==> src/rtl/core/ir_pcd_pkg.sv <==
// Types, constants and register codes for the IR pulse-code decoder.
package ir_pcd_pkg;

  localparam int unsigned IntervalW = 16;
  localparam int unsigned ByteW     = 8;
  localparam int unsigned CfgIdxW   = 3;
  localparam int unsigned CfgDataW  = 16;

  localparam logic [CfgIdxW-1:0] REG_LEAD_MIN = 3'd0;
  localparam logic [CfgIdxW-1:0] REG_ONE_MIN  = 3'd1;
  localparam logic [CfgIdxW-1:0] REG_ONE_MAX  = 3'd2;
  localparam logic [CfgIdxW-1:0] REG_ZERO_MIN = 3'd3;
  localparam logic [CfgIdxW-1:0] REG_ZERO_MAX = 3'd4;

  localparam logic [IntervalW-1:0] LEAD_MIN_RST = 16'd2500;
  localparam logic [IntervalW-1:0] ONE_MIN_RST  = 16'd2000;
  localparam logic [IntervalW-1:0] ONE_MAX_RST  = 16'd2500;
  localparam logic [IntervalW-1:0] ZERO_MIN_RST = 16'd1100;
  localparam logic [IntervalW-1:0] ZERO_MAX_RST = 16'd1150;

  localparam logic [1:0] PHASE_IDLE    = 2'd0;
  localparam logic [1:0] PHASE_STARTED = 2'd1;
  localparam logic [1:0] PHASE_LEAD    = 2'd2;
  localparam logic [1:0] PHASE_BITS    = 2'd3;

  localparam logic EV_CAPTURE = 1'b0;
  localparam logic EV_TIMEOUT = 1'b1;

  localparam logic EDGE_FALLING = 1'b0;
  localparam logic EDGE_RISING  = 1'b1;

  localparam logic [ByteW-1:0] BYTE_ONES = 8'hFF;

  typedef struct packed {
    logic                 event_kind;
    logic [IntervalW-1:0] interval;
  } ir_pcd_in_t;

  typedef struct packed {
    logic             edge_rising;
    logic [ByteW-1:0] address;
    logic [ByteW-1:0] command;
    logic             code_valid;
  } ir_pcd_out_t;

  typedef struct packed {
    logic [IntervalW-1:0] lead_min;
    logic [IntervalW-1:0] one_min;
    logic [IntervalW-1:0] one_max;
    logic [IntervalW-1:0] zero_min;
    logic [IntervalW-1:0] zero_max;
  } ir_pcd_cfg_t;

  typedef struct packed {
    logic [1:0]           phase;
    logic [2*ByteW-1:0]   bit_shift;
    logic [ByteW-1:0]     addr_byte;
    logic [ByteW-1:0]     cmd_byte;
    logic                 edge_select;
  } ir_pcd_state_t;

endpackage

==> src/rtl/core/ir_pcd_step.sv <==
// Next-state logic of the decoder for one event.
module ir_pcd_step import ir_pcd_pkg::*; (
  input  ir_pcd_state_t cur_i,
  input  ir_pcd_in_t    item_i,
  input  ir_pcd_cfg_t   cfg_i,
  output ir_pcd_state_t nxt_o
);

  logic               is_one;
  logic               is_zero;
  logic [2*ByteW-1:0] sh;

  assign is_one  = (item_i.interval > cfg_i.one_min) && (item_i.interval < cfg_i.one_max);
  assign is_zero = (item_i.interval > cfg_i.zero_min) && (item_i.interval < cfg_i.zero_max);

  always_comb begin
    nxt_o = cur_i;
    sh    = cur_i.bit_shift;
    if (item_i.event_kind == EV_TIMEOUT) begin
      if (cur_i.phase != PHASE_IDLE) begin
        nxt_o.phase       = PHASE_IDLE;
        nxt_o.edge_select = EDGE_FALLING;
      end
    end else if (cur_i.phase == PHASE_IDLE) begin
      nxt_o.phase       = PHASE_STARTED;
      nxt_o.addr_byte   = '0;
      nxt_o.cmd_byte    = '0;
      nxt_o.bit_shift   = '0;
      nxt_o.edge_select = EDGE_RISING;
    end else begin
      if ((item_i.interval > cfg_i.lead_min) && (cur_i.phase == PHASE_STARTED)) begin
        nxt_o.phase = PHASE_LEAD;
      end
      if (is_one || is_zero) begin
        // first bit of a run is not shifted
        if (cur_i.phase != PHASE_BITS) begin
          nxt_o.phase = PHASE_BITS;
        end else begin
          sh = {cur_i.bit_shift[2*ByteW-2:0], 1'b0};
        end
        sh[0] = sh[0] | is_one;
        nxt_o.bit_shift = sh;
        if ((sh[2*ByteW-1:ByteW] ^ sh[ByteW-1:0]) == BYTE_ONES) begin
          if (cur_i.addr_byte == '0) begin
            nxt_o.addr_byte = sh[2*ByteW-1:ByteW];
            nxt_o.bit_shift = '0;
            nxt_o.phase     = PHASE_LEAD;
          end else begin
            nxt_o.cmd_byte = sh[2*ByteW-1:ByteW];
          end
        end
      end
    end
  end

endmodule

==> src/rtl/core/ir_pulse_code_decoder.sv <==
// Top level of the IR pulse-code decoder: config registers, state and result stage.
//
//  channel | direction | handshake              | payload
//  in      | input     | in_valid_i/in_ready_o   | ir_pcd_in_t  (event_kind, interval)
//  out     | output    | out_valid_o/out_ready_i | ir_pcd_out_t (edge_rising, address,
//          |           |                         |   command, code_valid)
//  cfg     | input     | cfg_we_i                | cfg_idx_i, cfg_wdata_i
//
// One event per cycle while in_ready_o is high; its registered result is shown in the cycle after acceptance.
// State update and result are one compare/shift stage ahead of the result register.
// in_ready_o is high when the result register is empty or is being taken.
// Reset loads the register defaults and returns the decoder to idle, falling edge.
module ir_pulse_code_decoder import ir_pcd_pkg::*; (
  input  logic                clk_i,
  input  logic                rst_ni,
  input  logic                in_valid_i,
  output logic                in_ready_o,
  input  ir_pcd_in_t          in_item_i,
  output logic                out_valid_o,
  input  logic                out_ready_i,
  output ir_pcd_out_t         out_item_o,
  input  logic                cfg_we_i,
  input  logic [CfgIdxW-1:0]  cfg_idx_i,
  input  logic [CfgDataW-1:0] cfg_wdata_i
);

  ir_pcd_cfg_t   cfg_q;
  ir_pcd_state_t state_q;
  ir_pcd_state_t state_d;
  logic          out_valid_q;
  ir_pcd_out_t   out_item_q;
  logic          in_fire;

  assign in_ready_o = !out_valid_q || out_ready_i;
  assign in_fire    = in_valid_i && in_ready_o;

  always_ff @(posedge clk_i or negedge rst_ni) begin
    if (!rst_ni) begin
      cfg_q.lead_min <= LEAD_MIN_RST;
      cfg_q.one_min  <= ONE_MIN_RST;
      cfg_q.one_max  <= ONE_MAX_RST;
      cfg_q.zero_min <= ZERO_MIN_RST;
      cfg_q.zero_max <= ZERO_MAX_RST;
    end else if (cfg_we_i) begin
      unique case (cfg_idx_i)
        REG_LEAD_MIN: cfg_q.lead_min <= cfg_wdata_i;
        REG_ONE_MIN:  cfg_q.one_min  <= cfg_wdata_i;
        REG_ONE_MAX:  cfg_q.one_max  <= cfg_wdata_i;
        REG_ZERO_MIN: cfg_q.zero_min <= cfg_wdata_i;
        REG_ZERO_MAX: cfg_q.zero_max <= cfg_wdata_i;
        default: ;
      endcase
    end
  end

  ir_pcd_step u_step (
    .cur_i  (state_q),
    .item_i (in_item_i),
    .cfg_i  (cfg_q),
    .nxt_o  (state_d)
  );

  always_ff @(posedge clk_i or negedge rst_ni) begin
    if (!rst_ni) begin
      state_q     <= '0;
      out_valid_q <= 1'b0;
    end else begin
      if (in_fire) begin
        state_q <= state_d;
      end
      if (in_fire) begin
        out_valid_q <= 1'b1;
      end else if (out_ready_i) begin
        out_valid_q <= 1'b0;
      end
    end
  end

  always_ff @(posedge clk_i) begin
    if (in_fire) begin
      out_item_q.edge_rising <= state_d.edge_select;
      out_item_q.address     <= state_d.addr_byte;
      out_item_q.command     <= state_d.cmd_byte;
      out_item_q.code_valid  <= (state_d.addr_byte != '0) && (state_d.cmd_byte != '0);
    end
  end

  assign out_valid_o = out_valid_q;
  assign out_item_o  = out_item_q;

endmodule

==> config.mk <==
export PLATFORM = sky130hd
export DESIGN_NAME = ir_pulse_code_decoder
export DESIGN_NICKNAME = d
export VERILOG_FILES = /design/src/rtl/core/ir_pcd_pkg.sv /design/src/rtl/core/ir_pcd_step.sv /design/src/rtl/core/ir_pulse_code_decoder.sv
export SDC_FILE = /design/constraint.sdc
export NUM_CORES = 1
export LEC_CHECK = 0
export ABC_AREA = 1
export BUFFER_PORTS_ARGS = -buffer_cell sky130_fd_sc_hd__buf_2
export CORE_ASPECT_RATIO = 1.4
export CORE_UTILIZATION = 55
export DETAILED_ROUTE_END_ITERATION = 7
export GPL_ROUTABILITY_DRIVEN = 0
export GPL_TIMING_DRIVEN = 0
export PLACE_DENSITY = 0.8
export SYNTH_ARGS = -nofsm -noshare
export SYNTH_HDL_FRONTEND = slang
export SYNTH_HIERARCHICAL = 1
export SYNTH_SLANG_ARGS = --single-unit
export TNS_END_PERCENT = 5
==> constraint.sdc <==
create_clock -name clk_i -period 3.1 [get_ports clk_i]
set_input_delay 0.465 -clock clk_i [delete_from_list [all_inputs] [get_ports clk_i]]
set_output_delay 0.465 -clock clk_i [all_outputs]
set_load 0.005 [all_outputs]
==> results.md <==
Placement:
- The instance area at placement is approximately 9000 µm².
- The number of input and output port buffers inserted is 60.
- The detailed placer's ending HPWL is between 15,000 and 20,000 µm.

Power and ir drop:
- The largest voltage drop on the vdd net is between 0.0003 and 0.0004 V.
- After layout, the design draws a total of approximately 6.3 mW.
- For this design the static power due to leakage is roughly 5.3 nW.
- For this design the ratio of total power to cell area is ~640 nW/µm².

CTS:
- The maximum count of clock buffers along a single path is 2.
- The number of clock buffers added by TritonCTS is 17.
- The count of clock tree sinks is 134.
- The clock transition at the registers of the reported paths is 0.06 ns.
- The clock latency on the worst-skew pair is around 0.42 ns.
- The H-tree was split into 4 levels.
- The clock tree root buffer cell is sky130_fd_sc_hd__clkbuf_16.
- TritonCTS built the clock tree.

Die:
- The die footprint is roughly 16,000 µm².
- The number of I/O pins is 61.
- The die height is ~150 µm.
- The placement row count is 53.
- The initial standard-cell utilization of the core is 0.5653.
- From left edge to right edge, the die measures between 100 and 150 µm.
- The area of the core region is about 15,000 µm².

Detailed routing:
- Dividing the detail-routed via count by the number of cells gives ~5.3.
- The number of vias after detailed routing is roughly 7,700.
- The first routing iteration left ~460 violations.
- Before antenna repair, the detailed router went through 5 iterations.
- The routed wirelength normalized by instance count is ~15 µm.
- The count of unresolved DRC violations after routing is 0.
- Wires add up to about 21,000 µm.
- The remaining antenna violation count is 0.

Setup path:
- Along the worst path, the maximum fanout reaches 5.
- The kind of end point of the critical path is a flip-flop.
- The worst endpoint required time is between 3 and 4 ns.
- The depth of the worst register-to-register path is 21.
- The largest individual stage delay along the critical path comes from the cell sky130_fd_sc_hd__dfstp_2.
- The most prevalent standard cell on the critical path is sky130_fd_sc_hd__nand2_1.
- At the worst endpoint, the arrival time is approximately 3.2 ns.
- The startpoint type of the worst setup path is a flip-flop.
- On the worst path, the slowest cell contributes a delay of between 0.5 and 0.6 ns.
- The critical path class is flip-flop to flip-flop.
- The signal on the critical path passes through inv_1 > ha_1 > nand2_1 > inv_1 > nand2_1 > nand2_1 > a21oi_1 > nand3_2 > nand3_4 > nand2_4 > nand2_4 > nand2_4 > nor2_4 > buf_6 > nand3_1 > nand3_1 > nand2_2 > nor2_2 > nand2_1 > nor2_2 > nor2_1.

GRT:
- The initial antenna violation count came to 1.
- Across every metal layer, demand over resource in global routing totals 0.2806.
- The number of global-route vias before repair is about 7,500.
- The first global-routing pass estimated 34,990 µm of wire.
- The leftover overflow at the end of global routing is 0.
- Entering global routing, the biggest net connects 91 pins.

Yosys:
- Counting every net in the synthesized netlist gives 1,272.
- Measured against the total synthesized area, the mux share comes to 0.
- The xor-xnor portion of the synthesized cell area is 0.006148.
- Synthesis instantiated 36 different standard cells from the library.
- Of the total synthesized cell area, the portion taken by full adders, half adders and majority gates is 0.1154.
- After synthesis, the largest family of logic cells by area is simple AND/OR/NAND/NOR gates.
- The combined area of all synthesized cells is 8547 µm².
- The post-synthesis compound-gate area fraction was 0.08183.
- Synthesis handed over a netlist of approximately 1,200 instances.
- Of the total synthesized cell area, the portion taken by AND, OR, NAND and NOR gates is 0.2910.
- The sequential area share after synthesis is 0.4068.
- The Yosys step of the flow raised 6 warnings.
- The synthesized area divided by synthesized cell count is roughly 7.4 µm².
- The synthesized flop and latch total is approximately 130.

Run status:
- The run finished with clean final reports.

Layout:
- 0 antenna diodes ended up in the layout.
- The finished layout cell area is about 9900 µm².
- Counting the fill cells in the layout gives 1,265.
- Summing all multi-input logic gate instances after layout gives 4328 µm².
- In the final design database the tool counted around 1,400 nets.
- From synthesis to final layout, the design area changed by 15.56%.
- The area of all sequential standard cells is around 3500 µm².
- The fraction of layout instances using a drive strength above 1 is 0.1624.

Run:
- Across the run, the number of max-cap violations was 0.

Min path:
- The worst hold path passes through 3 cells.
- The type of the most critical hold path is input pin to flip-flop.

Timing:
- The setup-violating endpoint count in the final report is 0.
- Of the available clock period, the critical path in the final layout requires 0.9735.
- The worst pin sits at a relative slew slack of 0.6513.
- The smallest clock period supported by the final layout is computed as about 3 ns.
- The final-report max-slew violation count came to 0.
- The slew of the pin with the lowest slew margin is between 0.5 and 0.6 ns.
- Timing would allow up to 331.4 MHz.
- The clock skew is 0.009573 ns.
- The final hold violation count is 0.
-- synthesized netlist by cell type --
cell type                  count  share of area
sky130_fd_sc_hd__buf_2        20          0.012
sky130_fd_sc_hd__nand3b_1      1        0.00088
sky130_fd_sc_hd__a21boi_0      1        0.00088
sky130_fd_sc_hd__nand4_4       1         0.0025
sky130_fd_sc_hd__nand2_4       2         0.0026
sky130_fd_sc_hd__nor2_1       37          0.016
sky130_fd_sc_hd__nand3_1      81          0.047
sky130_fd_sc_hd__o21ai_4       1         0.0019
sky130_fd_sc_hd__buf_6         4         0.0053
sky130_fd_sc_hd__dfrtp_1      89           0.26
sky130_fd_sc_hd__nor2_4        4         0.0053
sky130_fd_sc_hd__edfxtp_1     18          0.063
sky130_fd_sc_hd__o211ai_1      1        0.00088
sky130_fd_sc_hd__nor2_2        1        0.00073
sky130_fd_sc_hd__nand2_2       6         0.0044
sky130_fd_sc_hd__nand4_1      10         0.0073
sky130_fd_sc_hd__clkbuf_1      9         0.0040
sky130_fd_sc_hd__o21bai_1      2         0.0018
sky130_fd_sc_hd__inv_1       155          0.068
sky130_fd_sc_hd__ha_1         78           0.11
sky130_fd_sc_hd__buf_4         6         0.0053
sky130_fd_sc_hd__inv_2         9         0.0040
sky130_fd_sc_hd__o21ai_1      40          0.023
sky130_fd_sc_hd__o21a_1        6         0.0053
sky130_fd_sc_hd__nand2_1     453           0.20
sky130_fd_sc_hd__o21ai_0      34          0.020
sky130_fd_sc_hd__o21ai_2       3         0.0031
sky130_fd_sc_hd__nor3_1        4         0.0023
sky130_fd_sc_hd__maj3_1        1         0.0012
sky130_fd_sc_hd__a41oi_1       1         0.0010
sky130_fd_sc_hd__a211oi_1      1        0.00088
sky130_fd_sc_hd__dfstp_2      27          0.083
sky130_fd_sc_hd__nor2_8        1         0.0023
sky130_fd_sc_hd__clkbuf_2      1        0.00059
sky130_fd_sc_hd__xnor2_1       6         0.0061
sky130_fd_sc_hd__a21oi_1      39          0.023
-- cells in the final DEF, fill, tap and decap left out, drive strengths merged, types with 2 or more instances in the layout --
master,synthesis,routed
nand3,81,81
clkinv,0,7
dfstp,27,27
ha,78,78
clkbuf,10,29
nor3,4,4
o21a,6,6
buf,30,93
nand2,461,461
bufinv,0,3
o21ai,78,78
o21bai,2,2
dfrtp,89,89
nor2,43,43
edfxtp,18,18
inv,164,167
xnor2,6,6
a21oi,39,39
nand4,11,11
-- metrics by stage --
stage               setup TNS [ns]    util  worst slack [ns]  std cells  hold WS, ns
floorplan                        0       -            0.4482       1153       0.1694
global placement           -0.1684  0.6010           -0.1684       1405       0.4500
detailed placement         -0.2379  0.6033           -0.2379       1406       0.3560
CTS                              0  0.6450           0.02473       1439       0.2783
global route               -0.1066  0.6533           -0.1066       1442       0.2799
finish                           0  0.6533           0.08207       1442       0.2899
-- power breakdown --
group          switching [mW]  internal [mW]  total (mW)
clock network           0.798           1.27        2.07
registers               0.194           2.14        2.33
logic                    1.21          0.705        1.91
-- registers in the layout, summed over array words and instances (netlist names) --
signal       flops
cfg_q           80
out_item_o      18
out_valid_o      1
state_q         35
-- worst paths after layout --
check / startpoint / endpoint / slack [ns]
worst max-delay path: cfg_q[58] / out_item_o[0] / 0.08
worst max register to register: cfg_q[58] / out_item_o[0] / 0.08
min in group asynchronous: rst_ni / cfg_q[32] / 0.48
max in group asynchronous: rst_ni / cfg_q[26] / 1.86
worst min register to register: cfg_q[40] / cfg_q[40] / 0.46
worst min-delay path: cfg_wdata_i[10] / cfg_q[58] / 0.29
-- layer usage --
layer | global-route usage | up-vias | part of all wire
met4 | 0.1425 | 2 | 0.046
met5 | 0 | - | 0.00056
met1 | 0.3127 | 3573 | 0.39
li1 | - | 3806 | -
met3 | 0.04530 | 68 | 0.045
met2 | 0.5113 | 241 | 0.52
-- worst max-delay path: cells and delay by family, from the launching register on --
kind            cells  cell delay (ns)
compound gates      1             0.18
fa+ha+maj           1             0.26
buf+inv             3             0.24
flops               1             0.53
simple gates       16             1.55
-- layout make-up --
| class | instances | share of cell area |
|---|---|---|
| multi-input combinational | 815 | 0.4382 |
| timing repair buffer | 65 | 0.03750 |
| buffer | 40 | 0.02445 |
| inverter | 164 | 0.06233 |
| sequential | 134 | 0.3520 |
| tap | 192 | 0.02432 |
| clock inverter | 14 | 0.01773 |
| clock buffer | 18 | 0.04345 |
-- logic make-up after synthesis --
| kind of cell | Yosys count |
|---|---|
| adder cells (fa/ha/maj) | 79 |
| buffers and inverters | 204 |
| XOR/XNOR | 6 |
| AO/OA/AOI/OAI | 129 |
| flip-flops | 134 |
| AND/OR/NAND/NOR | 601 |
-- repair_timing --
item / 4_1_cts / 5_1_grt
pin swaps: 0 / 15
hold endpoints to repair: 19 / 0
setup buffers: 0 / 2
resized for setup: 4 / 30
hold buffers: 1 / 0
setup endpoints to repair: 1 / 1
cloned: 0 / 1
No activity file was read; power rests on OpenSTA's default activity.
